$ cat config.mk
export PLATFORM = sky130hd
export DESIGN_NAME = complex_linear_interpolator_extrap
export DESIGN_NICKNAME = d
export VERILOG_FILES = /design/src/rtl/clie_pkg.sv /design/src/rtl/complex_linear_interpolator_extrap.sv /design/src/rtl/clie_ctrl.sv /design/src/rtl/clie_datapath.sv
export SDC_FILE = /design/constraint.sdc
export NUM_CORES = 1
export LEC_CHECK = 0
export BUFFER_PORTS_ARGS = -buffer_cell sky130_fd_sc_hd__buf_2
export CAP_MARGIN = 10
export CORE_AREA = 2 2 202 283
export CTS_CLUSTER_SIZE = 12
export DETAILED_ROUTE_END_ITERATION = 16
export DIE_AREA = 0 0 204 285
export MAX_ROUTING_LAYER = met4
export PLACE_DENSITY_LB_ADDON = 0.1
export SETUP_SLACK_MARGIN = 0.5
export SLEW_MARGIN = 5
export SYNTH_ARGS = -nofsm -noshare
export SYNTH_HDL_FRONTEND = slang
export SYNTH_HIERARCHICAL = 1
export SYNTH_SLANG_ARGS = --single-unit
$ cat constraint.sdc
create_clock -name clk -period 5.69 [get_ports clk]
set_clock_uncertainty 0.05 [all_clocks]
set_input_delay 0.2845 -clock clk [delete_from_list [all_inputs] [get_ports clk]]
set_output_delay 0.2845 -clock clk [all_outputs]
set_load 0.02 [all_outputs]
$ cat src/rtl/clie_pkg.sv
package clie_pkg;

  localparam int SAMPLE_W   = 16;
  localparam int FACTOR_W   = 5;
  localparam int EXTRA_W    = 4;
  localparam int MAX_FACTOR = 16;
  localparam int MAX_EXTRA  = 15;
  localparam int CNT_W      = 4;
  localparam int REM_W      = 4;
  localparam int DIFF_W     = SAMPLE_W + 1;
  localparam int ACC_W      = DIFF_W + FACTOR_W;
  localparam int DIV_CNT_W  = $clog2(SAMPLE_W);
  localparam int CFG_IDX_W  = 2;
  localparam int CFG_DATA_W = FACTOR_W;

  localparam logic [CFG_IDX_W-1:0] CFG_INTERP_FACTOR = 2'd0;
  localparam logic [CFG_IDX_W-1:0] CFG_START_EXTRA   = 2'd1;
  localparam logic [CFG_IDX_W-1:0] CFG_END_EXTRA     = 2'd2;

  typedef struct packed {
    logic signed [SAMPLE_W-1:0] sample_i;
    logic signed [SAMPLE_W-1:0] sample_q;
    logic                       last_sample;
  } in_item_t;

  typedef struct packed {
    logic signed [SAMPLE_W-1:0] out_i;
    logic signed [SAMPLE_W-1:0] out_q;
    logic                       last_out;
  } out_item_t;

  typedef struct packed {
    logic store_first;
    logic load_sample;
    logic div_start;
    logic acc_clear;
    logic use_prev;
    logic use_b;
    logic step_fwd;
    logic step_back;
    logic emit;
    logic emit_last;
    logic commit;
  } clie_cmd_t;

  typedef struct packed {
    logic out_free;
    logic div_done;
  } clie_sts_t;

endpackage

$ cat src/rtl/complex_linear_interpolator_extrap.sv
// the first result follows the bit-serial divider, which forms the step b-a over M,
// then any backward steps; results are registered before they leave the block
// a new item is taken only back in idle; N results go out one per cycle while the
// output is not stalled, S backward steps (start_extra) only on the second sample
// of a run; a non-last first sample is only stored, a lone sample emits one result
// reset: synchronous active-low rst_n clears control state and restores the registers
module complex_linear_interpolator_extrap (
  input  logic                            clk,
  input  logic                            rst_n,
  input  logic                            in_valid,
  output logic                            in_stall,
  input  clie_pkg::in_item_t              in_data,
  output logic                            out_valid,
  input  logic                            out_stall,
  output clie_pkg::out_item_t             out_data,
  input  logic                            cfg_valid,
  output logic                            cfg_ready,
  input  logic [clie_pkg::CFG_IDX_W-1:0]  cfg_index,
  input  logic [clie_pkg::CFG_DATA_W-1:0] cfg_data
);
  import clie_pkg::*;

  clie_cmd_t           cmd;
  clie_sts_t           sts;
  logic [FACTOR_W-1:0] factor;

  clie_ctrl u_ctrl (
    .clk       (clk),
    .rst_n     (rst_n),
    .in_valid  (in_valid),
    .in_last   (in_data.last_sample),
    .in_stall  (in_stall),
    .cfg_valid (cfg_valid),
    .cfg_ready (cfg_ready),
    .cfg_index (cfg_index),
    .cfg_data  (cfg_data),
    .sts       (sts),
    .cmd       (cmd),
    .factor    (factor)
  );

  clie_datapath u_dp (
    .clk       (clk),
    .rst_n     (rst_n),
    .in_data   (in_data),
    .cmd       (cmd),
    .factor    (factor),
    .sts       (sts),
    .out_valid (out_valid),
    .out_stall (out_stall),
    .out_data  (out_data)
  );

endmodule

$ cat src/rtl/clie_ctrl.sv
module clie_ctrl (
  input  logic                           clk,
  input  logic                           rst_n,
  input  logic                           in_valid,
  input  logic                           in_last,
  output logic                           in_stall,
  input  logic                           cfg_valid,
  output logic                           cfg_ready,
  input  logic [clie_pkg::CFG_IDX_W-1:0]  cfg_index,
  input  logic [clie_pkg::CFG_DATA_W-1:0] cfg_data,
  input  clie_pkg::clie_sts_t            sts,
  output clie_pkg::clie_cmd_t            cmd,
  output logic [clie_pkg::FACTOR_W-1:0]  factor
);
  import clie_pkg::*;

  typedef enum logic [3:0] {
    ST_IDLE = 4'b0001,
    ST_DIV  = 4'b0010,
    ST_BACK = 4'b0100,
    ST_EMIT = 4'b1000
  } state_t;

  typedef enum logic [2:0] {
    PH_START = 3'b001,
    PH_MAIN  = 3'b010,
    PH_END   = 3'b100
  } phase_t;

  state_t               state_r, state_nxt;
  phase_t               phase_r, phase_nxt;
  logic [CNT_W-1:0]     cnt_r, cnt_nxt;
  logic [1:0]           seen_r, seen_nxt;
  logic                 last_r, last_nxt;
  logic                 lone_r, lone_nxt;
  logic [FACTOR_W-1:0]  factor_r;
  logic [EXTRA_W-1:0]   start_r, end_r;
  logic [FACTOR_W-1:0]  len;
  logic                 phase_end;

  assign cfg_ready = 1'b1;
  assign in_stall  = (state_r != ST_IDLE);

  // zero acts as one, anything above the maximum as the maximum
  always_comb begin
    if (factor_r == '0) begin
      factor = FACTOR_W'(1);
    end else if (factor_r > FACTOR_W'(MAX_FACTOR)) begin
      factor = FACTOR_W'(MAX_FACTOR);
    end else begin
      factor = factor_r;
    end
  end

  always_comb begin
    case (phase_r)
      PH_START: len = {1'b0, start_r};
      PH_MAIN:  len = factor;
      PH_END:   len = lone_r ? FACTOR_W'(1) : {1'b0, end_r};
      default:  len = factor;
    endcase
  end

  assign phase_end = ({1'b0, cnt_r} == len - FACTOR_W'(1));

  always_comb begin
    state_nxt = state_r;
    phase_nxt = phase_r;
    cnt_nxt   = cnt_r;
    seen_nxt  = seen_r;
    last_nxt  = last_r;
    lone_nxt  = lone_r;
    cmd       = '0;
    case (state_r)
      ST_IDLE: begin
        if (in_valid) begin
          last_nxt = in_last;
          cnt_nxt  = '0;
          if (seen_r == 2'd0) begin
            if (in_last) begin
              cmd.load_sample = 1'b1;
              cmd.acc_clear   = 1'b1;
              cmd.use_b       = 1'b1;
              lone_nxt        = 1'b1;
              phase_nxt       = PH_END;
              state_nxt       = ST_EMIT;
            end else begin
              cmd.store_first = 1'b1;
              seen_nxt        = 2'd1;
            end
          end else begin
            cmd.load_sample = 1'b1;
            cmd.div_start   = 1'b1;
            cmd.acc_clear   = 1'b1;
            cmd.use_prev    = 1'b1;
            lone_nxt        = 1'b0;
            state_nxt       = ST_DIV;
          end
        end
      end
      ST_DIV: begin
        if (sts.div_done) begin
          cnt_nxt = '0;
          if (seen_r == 2'd1 && start_r != '0) begin
            state_nxt = ST_BACK;
          end else begin
            phase_nxt = PH_MAIN;
            state_nxt = ST_EMIT;
          end
        end
      end
      ST_BACK: begin
        cmd.step_back = 1'b1;
        if (cnt_r == start_r - EXTRA_W'(1)) begin
          cnt_nxt   = '0;
          phase_nxt = PH_START;
          state_nxt = ST_EMIT;
        end else begin
          cnt_nxt = cnt_r + CNT_W'(1);
        end
      end
      ST_EMIT: begin
        if (sts.out_free) begin
          cmd.emit     = 1'b1;
          cmd.step_fwd = 1'b1;
          cmd.emit_last = phase_end && ((phase_r == PH_END) ||
                          (phase_r == PH_MAIN && last_r && end_r == '0));
          if (phase_end) begin
            cnt_nxt = '0;
            case (phase_r)
              PH_START: phase_nxt = PH_MAIN;
              PH_MAIN: begin
                if (last_r && end_r != '0) begin
                  phase_nxt     = PH_END;
                  cmd.acc_clear = 1'b1;
                  cmd.use_b     = 1'b1;
                end else begin
                  cmd.commit = 1'b1;
                  seen_nxt   = last_r ? 2'd0 : 2'd2;
                  state_nxt  = ST_IDLE;
                end
              end
              default: begin
                cmd.commit = 1'b1;
                seen_nxt   = 2'd0;
                state_nxt  = ST_IDLE;
              end
            endcase
          end else begin
            cnt_nxt = cnt_r + CNT_W'(1);
          end
        end
      end
      default: state_nxt = ST_IDLE;
    endcase
  end

  always_ff @(posedge clk) begin
    if (!rst_n) begin
      state_r  <= ST_IDLE;
      phase_r  <= PH_MAIN;
      cnt_r    <= '0;
      seen_r   <= '0;
      last_r   <= 1'b0;
      lone_r   <= 1'b0;
      factor_r <= FACTOR_W'(1);
      start_r  <= '0;
      end_r    <= '0;
    end else begin
      state_r <= state_nxt;
      phase_r <= phase_nxt;
      cnt_r   <= cnt_nxt;
      seen_r  <= seen_nxt;
      last_r  <= last_nxt;
      lone_r  <= lone_nxt;
      if (cfg_valid && cfg_ready) begin
        case (cfg_index)
          CFG_INTERP_FACTOR: factor_r <= cfg_data;
          CFG_START_EXTRA:   start_r  <= cfg_data[EXTRA_W-1:0];
          CFG_END_EXTRA:     end_r    <= cfg_data[EXTRA_W-1:0];
          default: ;
        endcase
      end
    end
  end

endmodule

$ cat src/rtl/clie_datapath.sv
module clie_datapath (
  input  logic                          clk,
  input  logic                          rst_n,
  input  clie_pkg::in_item_t            in_data,
  input  clie_pkg::clie_cmd_t           cmd,
  input  logic [clie_pkg::FACTOR_W-1:0] factor,
  output clie_pkg::clie_sts_t           sts,
  output logic                          out_valid,
  input  logic                          out_stall,
  output clie_pkg::out_item_t           out_data
);
  import clie_pkg::*;

  localparam int SUM_W = ACC_W + 1;
  localparam logic signed [SUM_W-1:0] SAT_HI = SUM_W'((64'sd1 <<< (SAMPLE_W - 1)) - 1);
  localparam logic signed [SUM_W-1:0] SAT_LO = -SAT_HI - SUM_W'(1);

  function automatic logic signed [SAMPLE_W-1:0] sat_point(
    input logic signed [SAMPLE_W-1:0] base,
    input logic signed [ACC_W-1:0]    acc
  );
    logic signed [SUM_W-1:0] s;
    s = SUM_W'(base) + SUM_W'(acc);
    if (s > SAT_HI) begin
      sat_point = SAT_HI[SAMPLE_W-1:0];
    end else if (s < SAT_LO) begin
      sat_point = SAT_LO[SAMPLE_W-1:0];
    end else begin
      sat_point = s[SAMPLE_W-1:0];
    end
  endfunction

  // lane 0 carries i, lane 1 carries q
  logic signed [SAMPLE_W-1:0] prev_r [2];
  logic signed [SAMPLE_W-1:0] b_r    [2];
  logic signed [SAMPLE_W-1:0] in_s   [2];
  logic signed [SAMPLE_W-1:0] base   [2];
  logic signed [DIFF_W-1:0]   diff   [2];
  logic [SAMPLE_W-1:0]        dvd_r  [2];
  logic [REM_W-1:0]           rem_r  [2];
  logic                       neg_r  [2];
  logic signed [ACC_W-1:0]    dq     [2];
  logic [REM_W-1:0]           dr     [2];
  logic signed [ACC_W-1:0]    q_r    [2];
  logic [REM_W-1:0]           r_r    [2];
  logic [REM_W:0]             trial  [2];
  logic                       ge     [2];
  logic [REM_W:0]             rs     [2];
  logic [REM_W:0]             rd     [2];
  logic [DIV_CNT_W-1:0]       div_cnt_r;
  logic                       div_busy_r;
  logic                       use_b_r;
  logic                       out_valid_r;
  out_item_t                  out_data_r;

  assign in_s[0] = in_data.sample_i;
  assign in_s[1] = in_data.sample_q;

  always_comb begin
    for (int l = 0; l < 2; l++) begin
      base[l]  = use_b_r ? b_r[l] : prev_r[l];
      diff[l]  = DIFF_W'(in_s[l]) - DIFF_W'(prev_r[l]);
      trial[l] = {rem_r[l], dvd_r[l][SAMPLE_W-1]};
      ge[l]    = (trial[l] >= factor);
      // floor division: negative with remainder borrows one from the quotient
      if (neg_r[l] && rem_r[l] != '0) begin
        dq[l] = ~ACC_W'(dvd_r[l]);
        dr[l] = REM_W'(factor - {1'b0, rem_r[l]});
      end else if (neg_r[l]) begin
        dq[l] = -ACC_W'(dvd_r[l]);
        dr[l] = '0;
      end else begin
        dq[l] = ACC_W'(dvd_r[l]);
        dr[l] = rem_r[l];
      end
      rs[l] = {1'b0, r_r[l]} + {1'b0, dr[l]};
      rd[l] = {1'b0, r_r[l]} - {1'b0, dr[l]};
    end
  end

  assign sts.div_done = div_busy_r && (div_cnt_r == DIV_CNT_W'(SAMPLE_W - 1));
  assign sts.out_free = !out_valid_r || !out_stall;

  always_ff @(posedge clk) begin
    for (int l = 0; l < 2; l++) begin
      if (cmd.store_first) begin
        prev_r[l] <= in_s[l];
      end else if (cmd.commit) begin
        prev_r[l] <= b_r[l];
      end
      if (cmd.load_sample) begin
        b_r[l] <= in_s[l];
      end
      if (cmd.div_start) begin
        neg_r[l] <= diff[l][DIFF_W-1];
        dvd_r[l] <= diff[l][DIFF_W-1] ? SAMPLE_W'(-diff[l]) : SAMPLE_W'(diff[l]);
        rem_r[l] <= '0;
      end else if (div_busy_r) begin
        dvd_r[l] <= {dvd_r[l][SAMPLE_W-2:0], ge[l]};
        rem_r[l] <= ge[l] ? REM_W'(trial[l] - factor) : REM_W'(trial[l]);
      end
      if (cmd.acc_clear) begin
        q_r[l] <= '0;
        r_r[l] <= '0;
      end else if (cmd.step_fwd) begin
        if (rs[l] >= factor) begin
          q_r[l] <= q_r[l] + dq[l] + ACC_W'(1);
          r_r[l] <= REM_W'(rs[l] - factor);
        end else begin
          q_r[l] <= q_r[l] + dq[l];
          r_r[l] <= REM_W'(rs[l]);
        end
      end else if (cmd.step_back) begin
        if (rd[l][REM_W]) begin
          q_r[l] <= q_r[l] - dq[l] - ACC_W'(1);
          r_r[l] <= REM_W'(rd[l] + factor);
        end else begin
          q_r[l] <= q_r[l] - dq[l];
          r_r[l] <= REM_W'(rd[l]);
        end
      end
    end
    if (cmd.emit) begin
      out_data_r.out_i    <= sat_point(base[0], q_r[0]);
      out_data_r.out_q    <= sat_point(base[1], q_r[1]);
      out_data_r.last_out <= cmd.emit_last;
    end
  end

  always_ff @(posedge clk) begin
    if (!rst_n) begin
      div_busy_r  <= 1'b0;
      div_cnt_r   <= '0;
      use_b_r     <= 1'b0;
      out_valid_r <= 1'b0;
    end else begin
      if (cmd.div_start) begin
        div_busy_r <= 1'b1;
        div_cnt_r  <= '0;
      end else if (sts.div_done) begin
        div_busy_r <= 1'b0;
      end else if (div_busy_r) begin
        div_cnt_r <= div_cnt_r + DIV_CNT_W'(1);
      end
      if (cmd.use_b) begin
        use_b_r <= 1'b1;
      end else if (cmd.use_prev) begin
        use_b_r <= 1'b0;
      end
      if (cmd.emit) begin
        out_valid_r <= 1'b1;
      end else if (!out_stall) begin
        out_valid_r <= 1'b0;
      end
    end
  end

  assign out_valid = out_valid_r;
  assign out_data  = out_data_r;

endmodule

### After elaboration in Yosys (flattened, before gate mapping)

Memory sizes are Yosys's and may differ from the RTL's.
Index checks and enable logic that the tools add are counted.

* register bits: 68
* latch bits: 0
* RAM bits: 158
* bits in read-only memories: 0
* output and inout bits: 36
* logic and storage cells: 316
* memories kept: 7

* add/subtract/negate cells: 32
* $mul: 0
* divide/modulo/power cells: 0
* magnitude comparators: 9
* eq/ne operators: 30
* shifts and indexed selects: 0
* mux-type cells: 160
* bitwise operators: 26
* reduce and logical (&&, ||, !) cells: 36

Memories
* u_dp.q_r: words 2, width 22, rd ports 2, clocked after Yosys merged registers in 0, write ports 2, line clie_datapath.sv:44 `logic signed [ACC_W-1:0] q_r [2];`
* u_dp.b_r: words 2, width 16, rd ports 2, clocked after Yosys merged registers in 0, write ports 2, line clie_datapath.sv:35 `logic signed [SAMPLE_W-1:0] b_r [2];`
* u_dp.dvd_r: words 2, width 16, rd ports 2, clocked after Yosys merged registers in 0, write ports 2, line clie_datapath.sv:39 `logic [SAMPLE_W-1:0] dvd_r [2];`
* u_dp.prev_r: words 2, width 16, rd ports 2, clocked after Yosys merged registers in 0, write ports 2, line clie_datapath.sv:34 `logic signed [SAMPLE_W-1:0] prev_r [2];`
* u_dp.r_r: words 2, width 4, rd ports 2, clocked after Yosys merged registers in 0, write ports 2, line clie_datapath.sv:45 `logic [REM_W-1:0] r_r [2];`
* u_dp.rem_r: words 2, width 4, rd ports 2, clocked after Yosys merged registers in 0, write ports 2, line clie_datapath.sv:40 `logic [REM_W-1:0] rem_r [2];`
* +1 memories

Operators with widths (count)
* 22-bit two-way mux: 12
* 16-bit two-way mux: 10
* 4-bit two-way mux: 31
* 1-bit two-way mux: 73
* 16-bit by 22-bit adder with 23-bit output: 2
* 23-bit by 16-bit greater-than comparator with 1-bit output (second input constant): 2
* 23-bit by 16-bit less-than comparator with 1-bit output (second input constant): 2
* 22-bit by 2-bit adder with 22-bit output (second input constant): 2
* 22-bit adder: 2
* 16-bit negator with 22-bit output: 2
* 16-bit inverter with 22-bit output: 2
* 22-bit by 2-bit subtractor with 22-bit output (second input constant): 2
* 22-bit subtractor: 2
* 3-bit two-way mux: 12
* 16-bit by 16-bit subtractor with 17-bit output: 2
* 16-bit negator: 2
* 4-bit one-hot mux with 4 select lines: 2
* 4-bit subtractor: 6
* 1-bit OR: 22
* 5-bit greater-or-equal comparator: 4
* 4-bit nonzero test: 5
* 2-bit two-way mux: 8
* 2-bit != test (second input constant): 8
* 8-bit AND reduction: 2
* other kinds (43): 76

### Depth between registers and ports, before layout

* depth after elaboration: 16
* depth in mapped cells: 25
* mapped depth without buffers: 25

### Hierarchy

Netlist, hierarchy kept.

Modules (own cells, without submodules)
* clie_datapath: times used 1, cells each 2463, area each 21578.2 µm²
* clie_ctrl: times used 1, cells each 238, area each 2030.7 µm²

### Worst setup path before layout

Ideal clock, no wire load.

* path kind: register to register
* start: reg u_ctrl.factor_r[1]
* end: mem u_dp/q_r[1][21] (netlist name) (data pin)
* data arrival time: 5284 ps
* setup slack: 85 ps
* stages on the path, launching flop included: 21
* period minus slack after synthesis: 5605 ps
* cell sequence: dfxtp_1 -> nor2b_1 -> inv_1 -> fa_1 -> nor2_1 -> nand2_1 -> o21ai_0 -> inv_1 -> fa_1 -> inv_1 -> ha_1 -> a21o_1 -> a21oi_1 -> o21ai_1 -> and2_1 -> nand3_1 -> nor4_1 -> nand4_1 -> xnor2_1 -> xor2_1 -> o22ai_1

RTL lines
* start, declared: line clie_ctrl.sv:36 `logic [FACTOR_W-1:0] factor_r;`
* start signal, assigned: line clie_ctrl.sv:178 `CFG_INTERP_FACTOR: factor_r <= cfg_data;`
* end, declared: line clie_datapath.sv:44

==> insert_results.sql <==
INSERT INTO impl_metrics (metric_group, metric, value, unit) VALUES
('status', 'run_status', 'completed', ''),
('synth', 'ys_top_cells_by_area', 'edfxtp_1 24%, ha_1 13%, xnor2_1 7.5%', ''),
('critical_path', 'setup.worst_path.class', 'reg -> reg', ''),
('synth', 'syn_inst', '2701', ''),
('placed_design', 'dp_area', '0.0251', 'mm2'),
('cts', 'cts_tree', 'done', ''),
('synth', 'synth_area_per_cell', '8.74', 'um2'),
('detailed_routing', 'wl_per_cell', '20.7', 'um'),
('critical_path', 'worstSetupStartpointType', 'flop', ''),
('floorplan', 'die_h', '285', 'um'),
('floorplan', 'die_area', '0.0581', 'mm2'),
('detailed_routing', 'initialDrtViolationCount', '943', ''),
('sta', 'finalWorstPathRequiredPeriod', '5.17', 'ns'),
('sta', 'final.setup.tns', '0', 'ns'),
('global_routing', 'grt_pass1_wl', '113000', 'um'),
('cts', 'cts-root-buf', 'clkbuf_16', ''),
('final_layout', 'final_nets', '3175', ''),
('power', 'power_density', '514', 'mW/mm2'),
('critical_path', 'critical_path.endpoint_type', 'flop', ''),
('global_routing', 'antenna_found_initial', '0', ''),
('synth', 'synth-async-reset-ratio', '0', '%'),
('synth', 'syn-cell-area', '0.0236', 'mm2'),
('cts', 'numClockSinks', '226', ''),
('synth', 'synth_fp_nets', '3015', ''),
('sta', 'setup_viol', '0', ''),
('critical_path', 'critical-path-max-stage-delay', '0.56', 'ns'),
('critical_path', 'worst_ep_arrival_time', '5.42', 'ns'),
('critical_path', 'timing.critical_path.required', '5.94', 'ns'),
('detailed_routing', 'drcViolationCount', '0', ''),
('synth', 'yosysWarningCount', '6', ''),
('detailed_routing', 'vias', '20700', ''),
('global_routing', 'gr-total-overflow', '0', ''),
('global_routing', 'maximum_number_of_pins_on_one_net_before_global_route_repair', '47', ''),
('final_layout', 'finish.instance_area', '0.0275', 'mm2'),
('cts', 'cts_inserted_buffers', '28', ''),
('cts', 'clkSlewWorstSetupHoldPaths', '0.06', 'ns'),
('synth', 'synth_area_leader_cell', 'edfxtp_1', ''),
('sta', 'max_slew_margin', '24.8', '%'),
('final_layout', 'area_delta_synth_final', '16.3', '%'),
('critical_path', 'library_cell_contributing_the_largest_single_delay_on_the_critical_path', 'or4_4', ''),
('global_routing', 'groute.usage.overall', '25.7', '%'),
('critical_path', 'worstPathCellList', 'or4_4 -> nor3_4 -> nand3_2 -> o41ai_2 -> xnor2_1 -> ha_2 -> nor3b_2 -> or3_4 -> a211oi_4 -> mux2_2 -> or4_4 -> nor4b_4 -> nand4_1 -> or2_1 -> nor4_4 -> xnor2_1 -> o22ai_1', ''),
('sta', 'fmax', '193', 'MHz'),
('global_routing', 'first_global_vias', '20400', ''),
('synth', 'ys_ff_latch', '226', ''),
('placed_design', 'place_ws', '0.154', 'ns'),
('cts', 'cts-htree-levels', '1', ''),
('job', 'drv.max_cap_violation_count', '0', ''),
('floorplan', 'die_w', '204', 'um'),
('synth', 'synth_top_area_share', '24.3', '%'),
('sta', 'period_share', '90.9', '%'),
('floorplan', 'core_rows', '103', ''),
('cts', 'clock_tree.buffer_depth', '3', ''),
('power', 'fin_total_pwr', '14.1', 'mW'),
('cts', 'worstSkewPairLatency', '0.60', 'ns'),
('critical_path', 'critical_path_peak_fanout', '6', ''),
('synth', 'synth_common_cells', '249 x ha_1, 221 x nor2_1, 207 x a21oi_1', ''),
('power', 'static_leakage', '11.1', 'nW'),
('detailed_routing', 'viasPerCell', '5.73', ''),
('sta', 'tightest_slew', '1.12', 'ns'),
('final_layout', 'antennaDiodeCount', '0', ''),
('power', 'vdd.ir_drop.worst', '0.000262', 'V'),
('placed_design', 'detailedPlacementHpwl', '59100', 'um'),
('sta', 'layout_setup_ws', '0.519', 'ns'),
('detailed_routing', 'antenna_left', '0', ''),
('floorplan', 'boundaryPins', '81', ''),
('final_layout', 'drive_above_1_share', '16.0', '%'),
('floorplan', 'core', '0.0559', 'mm2'),
('sta', 'rsz0062_at_grt', 'true', ''),
('worst_hold_path', 'hold_path.class', 'in -> reg', ''),
('sta', 'timing_hold_violations_final', '0', ''),
('detailed_routing', 'drt_pre_antenna_iters', '6', ''),
('synth', 'post-synth-top-count-cell', 'ha_1', ''),
('synth', 'synth-edff-count', '191', ''),
('detailed_routing', 'drt-total-wl', '75100', 'um'),
('placed_design', 'io_buffers', '79', ''),
('synth', 'synth-main-ff-cell', 'edfxtp_1', ''),
('synth', 'synth.lib_cells_used.distinct', '115', ''),
('synth', 'synth-seq-area-share', '27.3', '%'),
('placed_design', 'routabilityCongestion', '0.936', ''),
('sta', 'slew_viol_final', '0', ''),
('floorplan', 'initial_core_utilization', '42.2', '%');
## layout by cell type, fill, tap and decap left out, types with 88 or more instances in the layout
| cell type | instances |
|---|---|
| ha_1 | 236 |
| nor2_1 | 215 |
| inv_1 | 198 |
| a21oi_1 | 196 |
| xnor2_1 | 192 |
| edfxtp_1 | 191 |
| nand2_1 | 173 |
| o21ai_0 | 124 |
| buf_4 | 100 |
| xor2_1 | 88 |
## stage by stage
stage | utilization, % | hold slack [ns] | cells
6_report | 49.1 | 0.0472 | 3618
5_1_grt | 49.1 | 0.0407 | 3618
4_1_cts | 47.9 | 0.0106 | 3599
3_5_place_dp | 44.9 | 0.447 | 3498
3_3_place_gp | 44.9 | 0.445 | 3498
2_1_floorplan | - | 0.333 | 2701
## cell type report
class	instances	area [um2]
Sequential cell	226	6440
Clock inverter	15	234
Clock buffer	37	764
Multi-Input combinational cell	2175	16700
Inverter	207	781
Fill cell	5441	28500
Tap cell	735	920
Timing Repair Buffer	223	1590
## logic make-up (layout without fill, tap and decap cells)
family                     count (synthesis)  in the layout  share of synthesized area [%]
xor gates and xnor gates                 297            297                           11.1
muxes                                     69             69                           3.14
DFF                                      226            226                           27.3
buffers and inverters                    300            482                           5.15
and+or+nand+nor                          805            805                           17.9
adders and majority gates                269            269                           14.9
other                                      1              1                         0.0159
AOI/OAI and AO/OA                        734            734                           20.6
## critical path: cells and delay by family, from the launching register on
family	cells	cell delay [ns]
compound gates	3	0.60
xor+xnor	2	0.30
mux	1	0.41
simple gates	10	2.72
flops	1	0.39
fa+ha+maj	1	0.41
## flip-flops by register name, indices dropped and copies added (netlist names), 3 cells and up
| signal | count |
|---|---|
| u_ctrl/state_r | 4 |
| u_ctrl/end_r | 4 |
| u_dp/rem_r | 8 |
| u_ctrl/phase_r | 3 |
| u_ctrl/cnt_r | 4 |
| u_dp/prev_r | 32 |
| u_dp/out_data | 33 |
| u_ctrl/start_r | 4 |
| u_dp/q_r | 44 |
| u_ctrl/factor_r | 5 |
| u_dp/div_cnt_r | 4 |
| u_dp/b_r | 32 |
| u_dp/dvd_r | 32 |
| u_dp/r_r | 8 |
## where the power goes
group | internal (mW) | total, mW | switching [mW]
Clock | 1.18 | 1.98 | 0.799
Combinational | 3.84 | 9.44 | 5.60
Sequential | 2.31 | 2.69 | 0.375
## metal layers
layer | vias to the layer above | wire, um | part of all wire, % | track usage (%)
met2 | 468 | 40500 | 54 | 48.3
met3 | 197 | 2190 | 2.9 | 2.05
met4 | 0 | 4800 | 6.4 | 14.3
li1 | 10100 | - | - | -
met1 | 9953 | 27500 | 37 | 25.9
met5 | - | 0 | 0 | -
## worst paths after layout
check | endpoint | slack, ns | cells past startpoint | start
worst max-delay path | u_dp/q_r[0][21]$_DFFE_PP_ | 0.52 | 17 | u_dp/rem_r[0][0]$_SDFFCE_PN0P_
worst min-delay path | u_dp/use_b_r$_SDFFE_PN0P_ | 0.05 | 2 | rst_n
worst min register to register | u_ctrl/seen_r[1]$_SDFFE_PN0P_ | 0.48 | 2 | u_ctrl/seen_r[1]$_SDFFE_PN0P_
worst max register to register | u_dp/q_r[0][21]$_DFFE_PP_ | 0.52 | 17 | u_dp/rem_r[0][0]$_SDFFCE_PN0P_
## repair_timing
action | in CTS | in global routing
hold endpoints to repair | 74 | 0
endpoints found under the setup margin | 20 | 30
hold buffers | 42 | 0
setup buffers | 7 | 19
pin swaps | 7 | 28
gates cloned | 0 | 0
gates resized for setup | 49 | 114
(Power assumes the default switching activity.)
